**config.mk**
```make
export PLATFORM = sky130hd
export DESIGN_NAME = csv_line_field_splitter
export DESIGN_NICKNAME = d
export VERILOG_FILES = /design/src/sv/csvls_pkg.sv /design/src/sv/csvls_apb_regs.sv /design/src/sv/csvls_parser.sv /design/src/sv/csvls_out_reg.sv /design/src/sv/csv_line_field_splitter.sv
export SDC_FILE = /design/constraint.sdc
export NUM_CORES = 1
export LEC_CHECK = 0
export BUFFER_PORTS_ARGS = -buffer_cell sky130_fd_sc_hd__buf_2
export CAP_MARGIN = 30
export CORE_UTILIZATION = 44
export CTS_BUF_LIST = sky130_fd_sc_hd__clkbuf_16
export DETAILED_ROUTE_END_ITERATION = 6
export GPL_TIMING_DRIVEN = 1
export MAX_ROUTING_LAYER = met4
export PLACE_DENSITY = 0.86
export SLEW_MARGIN = 20
export SYNTH_ARGS = -nofsm -noshare
export SYNTH_HDL_FRONTEND = slang
export SYNTH_HIERARCHICAL = 1
export SYNTH_SLANG_ARGS = --single-unit
```
**constraint.sdc**
```tcl
create_clock -name clk -period 2.48 [get_ports clk]
set_clock_uncertainty 0.05 [all_clocks]
set_input_delay 0.62 -clock clk [delete_from_list [all_inputs] [get_ports clk]]
set_output_delay 0.62 -clock clk [all_outputs]
set_load 0.01 [all_outputs]
```
**src/sv/csvls_pkg.sv**
```systemverilog
// Shared types and constants for the CSV line field splitter.
// No dependencies.
package csvls_pkg;

    localparam int unsigned ADDR_W = 3;

    localparam logic [2:0] PH_START  = 3'd0;
    localparam logic [2:0] PH_PLAIN  = 3'd1;
    localparam logic [2:0] PH_QUOTED = 3'd2;
    localparam logic [2:0] PH_QPEND  = 3'd3;
    localparam logic [2:0] PH_CLOSED = 3'd4;
    localparam logic [2:0] PH_DROP   = 3'd5;

    localparam logic [7:0] CH_QUOTE = 8'h22;
    localparam logic [7:0] CH_COMMA = 8'h2C;

    localparam logic [1:0] KIND_BYTE  = 2'd0;
    localparam logic [1:0] KIND_FIELD = 2'd1;
    localparam logic [1:0] KIND_LAST  = 2'd2;

    localparam logic [7:0] MAX_FIELD_RESET = 8'd255;

    typedef struct packed {
        logic [1:0] kind;
        logic [7:0] ch;
    } token_t;

    typedef struct packed {
        logic   push;
        token_t tok;
    } push_t;

endpackage

```
**src/sv/csvls_apb_regs.sv**
```systemverilog
// APB register block: holds max_field_bytes.
// Depends on csvls_pkg.
module csvls_apb_regs
(
    input  logic                          clk,
    input  logic                          rst_n,
    input  logic                          psel,
    input  logic                          penable,
    input  logic                          pwrite,
    input  logic [csvls_pkg::ADDR_W-1:0]  paddr,
    input  logic [31:0]                   pwdata,
    output logic [31:0]                   prdata,
    output logic                          pready,
    output logic [7:0]                    max_field
);

    logic [7:0] max_field_reg;
    logic       wr_en;

    assign wr_en     = psel && penable && pwrite && (paddr[csvls_pkg::ADDR_W-1] == 1'b0);
    assign pready    = 1'b1;
    assign prdata    = (paddr[csvls_pkg::ADDR_W-1] == 1'b0) ? {24'd0, max_field_reg} : 32'd0;
    assign max_field = max_field_reg;

    always_ff @(posedge clk or negedge rst_n)
    begin
        if (!rst_n)
        begin
            max_field_reg <= csvls_pkg::MAX_FIELD_RESET;
        end
        else if (wr_en)
        begin
            max_field_reg <= pwdata[7:0];
        end
    end

endmodule

```
**src/sv/csvls_parser.sv**
```systemverilog
// Input register and parse state; one step of the field splitter per byte.
// Depends on csvls_pkg.
module csvls_parser
(
    input  logic                clk,
    input  logic                rst_n,
    input  logic                in_valid,
    output logic                in_stall,
    input  logic [7:0]          char_in,
    input  logic                line_done,
    input  logic [7:0]          max_field,
    input  logic                out_ready,
    output csvls_pkg::push_t    push
);

    logic       s1_valid_reg;
    logic       s1_valid_next;
    logic [7:0] s1_char_reg;
    logic       s1_done_reg;
    logic [2:0] phase_reg;
    logic [2:0] phase_next;
    logic [7:0] len_reg;
    logic [7:0] len_next;
    logic       full;
    logic       accept;
    logic       fire;
    logic       emit;
    logic [1:0] kind;
    logic [7:0] ch;

    assign in_stall = s1_valid_reg && !out_ready;
    assign accept   = in_valid && !in_stall;
    assign fire     = s1_valid_reg && out_ready;
    assign full     = len_reg >= max_field;

    always_comb
    begin
        if (accept)
            s1_valid_next = 1'b1;
        else if (fire)
            s1_valid_next = 1'b0;
        else
            s1_valid_next = s1_valid_reg;
    end

    // one parse step
    always_comb
    begin
        phase_next = phase_reg;
        len_next   = len_reg;
        emit       = 1'b0;
        kind       = csvls_pkg::KIND_BYTE;
        ch         = 8'd0;
        if (s1_done_reg)
        begin
            phase_next = csvls_pkg::PH_START;
            len_next   = 8'd0;
            emit       = (phase_reg != csvls_pkg::PH_DROP);
            kind       = csvls_pkg::KIND_LAST;
        end
        else
        begin
            unique case (phase_reg)
                csvls_pkg::PH_START, csvls_pkg::PH_PLAIN:
                begin
                    if (phase_reg == csvls_pkg::PH_START && s1_char_reg == csvls_pkg::CH_QUOTE)
                    begin
                        phase_next = csvls_pkg::PH_QUOTED;
                        len_next   = 8'd0;
                    end
                    else if (s1_char_reg == csvls_pkg::CH_COMMA)
                    begin
                        phase_next = csvls_pkg::PH_START;
                        len_next   = 8'd0;
                        emit       = 1'b1;
                        kind       = csvls_pkg::KIND_FIELD;
                    end
                    else if (full)
                    begin
                        phase_next = csvls_pkg::PH_DROP;
                        len_next   = 8'd0;
                        emit       = 1'b1;
                        kind       = csvls_pkg::KIND_LAST;
                    end
                    else
                    begin
                        phase_next = csvls_pkg::PH_PLAIN;
                        len_next   = len_reg + 8'd1;
                        emit       = 1'b1;
                        ch         = s1_char_reg;
                    end
                end
                csvls_pkg::PH_QUOTED:
                begin
                    if (s1_char_reg == csvls_pkg::CH_QUOTE)
                    begin
                        phase_next = full ? csvls_pkg::PH_CLOSED : csvls_pkg::PH_QPEND;
                    end
                    else if (!full)
                    begin
                        len_next = len_reg + 8'd1;
                        emit     = 1'b1;
                        ch       = s1_char_reg;
                    end
                    else if (s1_char_reg == csvls_pkg::CH_COMMA)
                    begin
                        phase_next = csvls_pkg::PH_START;
                        len_next   = 8'd0;
                        emit       = 1'b1;
                        kind       = csvls_pkg::KIND_FIELD;
                    end
                    else
                    begin
                        phase_next = csvls_pkg::PH_DROP;
                        len_next   = 8'd0;
                        emit       = 1'b1;
                        kind       = csvls_pkg::KIND_LAST;
                    end
                end
                csvls_pkg::PH_QPEND, csvls_pkg::PH_CLOSED:
                begin
                    if (phase_reg == csvls_pkg::PH_QPEND && s1_char_reg == csvls_pkg::CH_QUOTE
                        && !full)
                    begin
                        phase_next = csvls_pkg::PH_QUOTED;
                        len_next   = len_reg + 8'd1;
                        emit       = 1'b1;
                        ch         = s1_char_reg;
                    end
                    else if (s1_char_reg == csvls_pkg::CH_COMMA)
                    begin
                        phase_next = csvls_pkg::PH_START;
                        len_next   = 8'd0;
                        emit       = 1'b1;
                        kind       = csvls_pkg::KIND_FIELD;
                    end
                    else
                    begin
                        phase_next = csvls_pkg::PH_DROP;
                        len_next   = 8'd0;
                        emit       = 1'b1;
                        kind       = csvls_pkg::KIND_LAST;
                    end
                end
                default:
                begin
                    phase_next = csvls_pkg::PH_DROP;
                end
            endcase
        end
    end

    assign push.push     = fire && emit;
    assign push.tok.kind = kind;
    assign push.tok.ch   = ch;

    always_ff @(posedge clk or negedge rst_n)
    begin
        if (!rst_n)
        begin
            s1_valid_reg <= 1'b0;
            phase_reg    <= csvls_pkg::PH_START;
            len_reg      <= 8'd0;
        end
        else
        begin
            s1_valid_reg <= s1_valid_next;
            if (fire)
            begin
                phase_reg <= phase_next;
                len_reg   <= len_next;
            end
        end
    end

    always_ff @(posedge clk)
    begin
        if (accept)
        begin
            s1_char_reg <= char_in;
            s1_done_reg <= line_done;
        end
    end

endmodule

```
**src/sv/csvls_out_reg.sv**
```systemverilog
// Result register for the output channel.
// Depends on csvls_pkg.
module csvls_out_reg
(
    input  logic                clk,
    input  logic                rst_n,
    input  csvls_pkg::push_t    push,
    output logic                out_ready,
    output logic                out_valid,
    input  logic                out_stall,
    output logic [1:0]          token_kind,
    output logic [7:0]          char_out
);

    logic              valid_reg;
    logic              valid_next;
    csvls_pkg::token_t tok_reg;

    assign out_ready  = !valid_reg || !out_stall;
    assign out_valid  = valid_reg;
    assign token_kind = tok_reg.kind;
    assign char_out   = tok_reg.ch;

    always_comb
    begin
        if (push.push)
            valid_next = 1'b1;
        else if (out_ready)
            valid_next = 1'b0;
        else
            valid_next = valid_reg;
    end

    always_ff @(posedge clk or negedge rst_n)
    begin
        if (!rst_n)
        begin
            valid_reg <= 1'b0;
        end
        else
        begin
            valid_reg <= valid_next;
        end
    end

    always_ff @(posedge clk)
    begin
        if (push.push)
        begin
            tok_reg <= push.tok;
        end
    end

endmodule

```
**src/sv/csv_line_field_splitter.sv**
```systemverilog
// CSV line field splitter: one byte per transfer in, zero or one token per byte out.
// Input channel: in_valid/in_stall with char_in and line_done; a line_done transfer
// ends the line and char_in is ignored on it.
// Output channel: out_valid/out_stall with token_kind (field byte, field end, record
// end) and char_out (the byte for field bytes, else zero).
// Configuration: APB register 0 (address 0) holds max_field_bytes, reset 255; write
// only while no transfer is in flight.
// A byte passes the input register, then the result register, before its token shows
// on out_valid; the parse step between them is combinational. Throughput: one byte per
// cycle while out_stall does not hold a token, set by the combinational parse step.
// Bytes that produce no token (opening and closing quotes, dropped tail of a line)
// still pass through the input register like any other byte.
// When out_stall holds a token, the next byte may still be taken into the input
// register; after that in_stall rises until the result register frees up.
// Reset clears the parse state to field start, empties both registers and sets
// the field limit to 255.
// Depends on csvls_pkg, csvls_apb_regs, csvls_parser and csvls_out_reg.
module csv_line_field_splitter
(
    input  logic                          clk,
    input  logic                          rst_n,
    input  logic                          in_valid,
    output logic                          in_stall,
    input  logic [7:0]                    char_in,
    input  logic                          line_done,
    output logic                          out_valid,
    input  logic                          out_stall,
    output logic [1:0]                    token_kind,
    output logic [7:0]                    char_out,
    input  logic                          psel,
    input  logic                          penable,
    input  logic                          pwrite,
    input  logic [csvls_pkg::ADDR_W-1:0]  paddr,
    input  logic [31:0]                   pwdata,
    output logic [31:0]                   prdata,
    output logic                          pready
);

    logic             [7:0] max_field;
    logic                   out_ready;
    csvls_pkg::push_t       push;

    csvls_apb_regs u_regs
    (
        .clk       (clk),
        .rst_n     (rst_n),
        .psel      (psel),
        .penable   (penable),
        .pwrite    (pwrite),
        .paddr     (paddr),
        .pwdata    (pwdata),
        .prdata    (prdata),
        .pready    (pready),
        .max_field (max_field)
    );

    csvls_parser u_parser
    (
        .clk       (clk),
        .rst_n     (rst_n),
        .in_valid  (in_valid),
        .in_stall  (in_stall),
        .char_in   (char_in),
        .line_done (line_done),
        .max_field (max_field),
        .out_ready (out_ready),
        .push      (push)
    );

    csvls_out_reg u_out
    (
        .clk        (clk),
        .rst_n      (rst_n),
        .push       (push),
        .out_ready  (out_ready),
        .out_valid  (out_valid),
        .out_stall  (out_stall),
        .token_kind (token_kind),
        .char_out   (char_out)
    );

endmodule

```
Yosys cells after proc, flatten, opt, wreduce, memory -nomap -nowiden
Index checks and enable logic that the tools add are counted.
Word-level totals
  register bits after elaboration: 40
  input port bits: 51
  output and inout bits: 45
  word-level logic and storage cells: 85
Cells by class
  add/sub/neg operators: 1
  order comparisons: 1
  equal/unequal tests: 9
  multiplexer cells: 40
  bitwise gates (word level): 1
  reduce and logical (&&, ||, !) cells: 24
Operator list (number)
  two-way mux 8 bit: 12
  case mux 8 bit (3 select lines): 2
  two-way mux 3 bit: 9
  equality test 8 x 6 -> 1 bit (second input constant): 2
  two-way mux 2 bit: 7
  logical AND 1 bit: 10
  case mux 3 bit (3 select lines): 1
  adder 8 x 1 -> 8 bit (second input constant): 1
  greater-or-equal comparator 8 bit: 1
  two-way mux 1 bit: 7
  equality test 3 x 2 -> 1 bit (second input constant): 2
  case mux 2 bit (3 select lines): 1
  logical NOT 1 bit: 5
  inequality test 4 x 1 -> 1 bit (second input constant): 1
  nonzero test 2 bit: 2
  nonzero test 4 bit: 1
  OR reduction 2 bit: 2
  equality test 3 x 1 -> 1 bit (second input constant): 1
  equality test 3 bit (second input constant): 1
  logical NOT 3 bit: 1
  inequality test 3 x 2 -> 1 bit (second input constant): 1
  inequality test 3 bit (second input constant): 1
  case mux 1 bit (3 select lines): 1
  AND reduction 3 bit: 1
  other kinds (3): 3

Longest topological paths before layout
  depth after elaboration: 7
  depth in mapped cells: 9
  mapped depth without buffers: 8

Cells and area by module
Netlist, hierarchy kept.
By module, submodules not included
  csvls_parser: times used 1, cells each 176, area each 1561.5 um^2
  csvls_apb_regs: times used 1, cells each 52, area each 589.3 um^2
  csvls_out_reg: times used 1, cells each 13, area each 336.6 um^2

Worst setup path before layout
OpenSTA, ideal clock, no wires.
  path kind: register to register
  start: register u_regs.max_field_reg[2] (netlist: u_regs/max_field[2])
  end: register u_out.tok_reg, in the netlist u_out/token_kind[1] (data pin)
  arrival: 2110 ps
  data required time: 2168 ps
  setup slack: 58 ps
  cell stages (with the launch flop): 10
  path buffers: 1
  cells stage by stage: dfstp_2 > inv_1 > ha_1 > and3_1 > o21ai_0 > a31oi_1 > nor2_1 > clkbuf_1 > a222oi_1 > or2_2
Between the ends
  word-level cells in the longest chain between the ends: 5
  elaborated cells between the ends (all ways): 10
Ends and longest elaborated chain
  from (decl): RTL line csvls_apb_regs.sv:17  | logic [7:0] max_field_reg;
  from (signal assigned): RTL line csvls_apb_regs.sv:29  | max_field_reg <= csvls_pkg::MAX_FIELD_RESET;
  from (signal assigned): RTL line csvls_apb_regs.sv:33  | max_field_reg <= pwdata[7:0];
  greater-or-equal comparator 8 bit *: RTL line csvls_parser.sv:34  | assign full = len_reg >= max_field;
  two-way mux 2 bit / logical NOT 1 bit (equally long branches)
  two-way mux 2 bit / logical AND 1 bit (equally long branches): RTL line csvls_parser.sv:71, csvls_parser.sv:123
  two-way mux 2 bit, on equally long branches: RTL line csvls_parser.sv:66, csvls_parser.sv:122
  case mux 2 bit (3 select lines) *: RTL line csvls_parser.sv:63  | unique case (phase_reg)
  to (signal assigned): RTL line csvls_out_reg.sv:50  | tok_reg <= push.tok;
  to (decl): RTL line csvls_out_reg.sv:17  | csvls_pkg::token_t tok_reg;
Mark *: on every way between the ends. The rest lies on a longest branch, timed or not.
A chain may end at the register's enable or synchronous reset.

Worst setup path after layout
  start: register u_regs.max_field_reg[7] (netlist: u_regs/max_field[7])
  end: register u_out.tok_reg, in the netlist u_out/token_kind[1] (data pin)
The elaborated chain is that of the path after synthesis.

==> qor.yml <==
synthAdderAreaFrac_pct: 4.53
drtPass1Iterations: 4
drive_above_1_share_pct: 33.2
ant_nets: 0
fin_util_pct: 53.4
start_util_pct: 45.5
hold_slack_ns: 0.245
drv_slew: 0
synth_area_mm2: 0.00249
layout.nets: 354
antennaDiodeCount: 0
tns_ns: 0
r2r-start: "u_regs/max_field[7]"
r2r_cells: 8
dp.cells: 357
worst_setup_path_start_kind: "flop"
via_per_inst: 5.30
h-tree-depth: 2
setup_violations: 0
synth_area_leaders: "edfxtp_1, dfrtp_1, dfstp_2"
fp.dieW_um: 77.2
grt_usage_pct: 18.2
reg2reg_slack_ns: 0.12
layout.cells.non_filler: 367
vias: 1945
leakagePower_nw: 1.31
grt_max_degree: 22
r2r_end: "u_out/token_kind[1]"
hp-class: "in2async"
avgSynthCellArea_um2: 10.3
design_area_mm2: 0.00292
yosys.area_share.xor_xnor_pct: 0.352
yosys-top-cells-count: "buf_4, edfxtp_1, nand2_1"
core_area_mm2: 0.00547
synth_edf_count: 19
async_reset_ff_share_pct: 52.5
synth.top_cell.area_share_pct: 22.9
rows: 27
cts.sinks: 40
yosysSeqAreaShare_pct: 44.5
cp.arrival_ns: 2.34
worstPathCellList: "inv_1 -> ha_1 -> a41oi_1 -> o21ai_0 -> nor2_1 -> buf_4 -> a222oi_1 -> or2_2"
grt.overflow.total: 0
area_growth_pct: 17.5
synth_most_common_cell: "buf_4"
slowest_delay_ns: 0.55
post_synth_num_cell_types: 58
critPathCapture: "u_out/token_kind[1]"
ys_ff_latch: 40
grt_pass1_vias: 1884
fmax_mhz: 423
die_area_mm2: 0.00596
critical_path_class: "reg2reg"
fin_crit_ns: 2.36
cp-startpoint: "u_regs/max_field[7]"
grt_pass1_wl_um: 8360
synth_compound_area_share_pct: 14.3
pin_count: 96
status: "completed"
cts_max_path_buffers: 2
synthCells: 241
placed_cell_area_mm2: 0.00274
clk-insertion-delay-late_ns: 0.28
cts_inserted_buffers: 5
drv_cap: 0
muxShareOfSynthArea_pct: 4.02
yosysTopAreaCell: "edfxtp_1"
hold_violations: 0
die_h_um: 77.2
synthFlopType: "edfxtp_1"
cp_max_fo: 6
critPathSlowestCell: "dfstp_2"
synth_warnings: 6
ctsRootBufferMaster: "clkbuf_16"
fin_crit_sh_pct: 95.4
place.gp.congestion: 0.926
cts_tree: "done"
drt_iter0_drc: 139
portBuffers: 44
vdd_drop_max_uv: 605
wl_per_cell_um: 13.7
antenna_found_initial: 0
crit_path_end_kind: "flop"
clk_pin_slew_worst_paths_ns: 0.06
worstPathRequired_ns: 2.46
synth-simple-area-share_pct: 20.7
drc: 0
hpwl_um: 3590
power_density_mw_per_mm2: 818
synth_top_family_by_area: "simple AND/OR/NAND/NOR gates"
wirelength_um: 5010
-- stage by stage --
stage	setup WS (ns)	total power [mW]
after floorplan	0.0581	1.45
after global placement	0.162	1.62
after detailed placement	0.134	1.67
after CTS	0.115	2.39
after global routing	-0.0149	2.51
final	0.115	2.39
-- cell type report --
class                      instances  area, um^2
fill                             451        2550
multi-input combinational        177        1190
sequential                        40        1110
timing repair buffer              55         315
clock buffer                       5         125
tap                               72        90.1
inverter                          15        56.3
clock inverter                     3        37.5
-- layout by cell type, fill, tap and decap left out, types with 9 or more instances in the layout --
| cell | n |
|---|---|
| buf_2 | 44 |
| conb_1 | 25 |
| buf_4 | 10 |
| dfrtp_1 | 13 |
| ha_1 | 9 |
| nor2_1 | 9 |
| and2_1 | 9 |
| edfxtp_1 | 19 |
| nand2_1 | 18 |
| inv_1 | 14 |
-- cells by family after synthesis --
group,after synthesis
and+or+nand+nor,86
AOI/OAI and AO/OA,47
buffers and inverters,47
DFF,40
adders and majority gates,9
muxes,9
other,2
xor gates and xnor gates,1
-- power by group --
part / internal [mW] / total (mW) / switching, mW
clock network: 0.467 / 0.704 / 0.237
logic: 0.315 / 0.704 / 0.389
registers: 0.864 / 0.983 / 0.119
total: 1.65 / 2.39 / 0.745
-- worst max-delay path: cells and delay by family (launching register included) --
kind	cells	cell delay, ns
buf+inv	2	0.22
fa+ha+maj	1	0.32
flops	1	0.55
compound gates	3	0.50
simple gates	2	0.48
-- timing repair --
action,in CTS,in global routing
hold endpoints to repair,0,0
setup endpoints to repair,0,21
hold buffers,0,0
buffers inserted,0,2
resized for setup,0,2
-- layer usage --
metal	vias to the layer above	global-route usage (%)	wire, um
met5	-	-	0
met4	0	8.49	132
met3	14	4.05	316
met2	88	30.2	2570
met1	918	20.9	1990
li1	925	-	-
-- how the worst min path moves through the flow --
stage | to | slack [ns] | start | depth (start not counted)
6_report | u_parser/len_reg[3] | 0.24 | rst_n | 1
4_1_cts | u_parser/len_reg[3] | 0.26 | rst_n | 1
2_1_floorplan | u_out/out_valid | 0.27 | rst_n | 0
3_5_place_dp | u_out/out_valid | 0.46 | u_out/out_valid | 1
3_3_place_gp | u_out/out_valid | 0.43 | u_out/out_valid | 1
5_1_grt | u_parser/len_reg[3] | 0.28 | rst_n | 1
(Power assumes the default switching activity.)
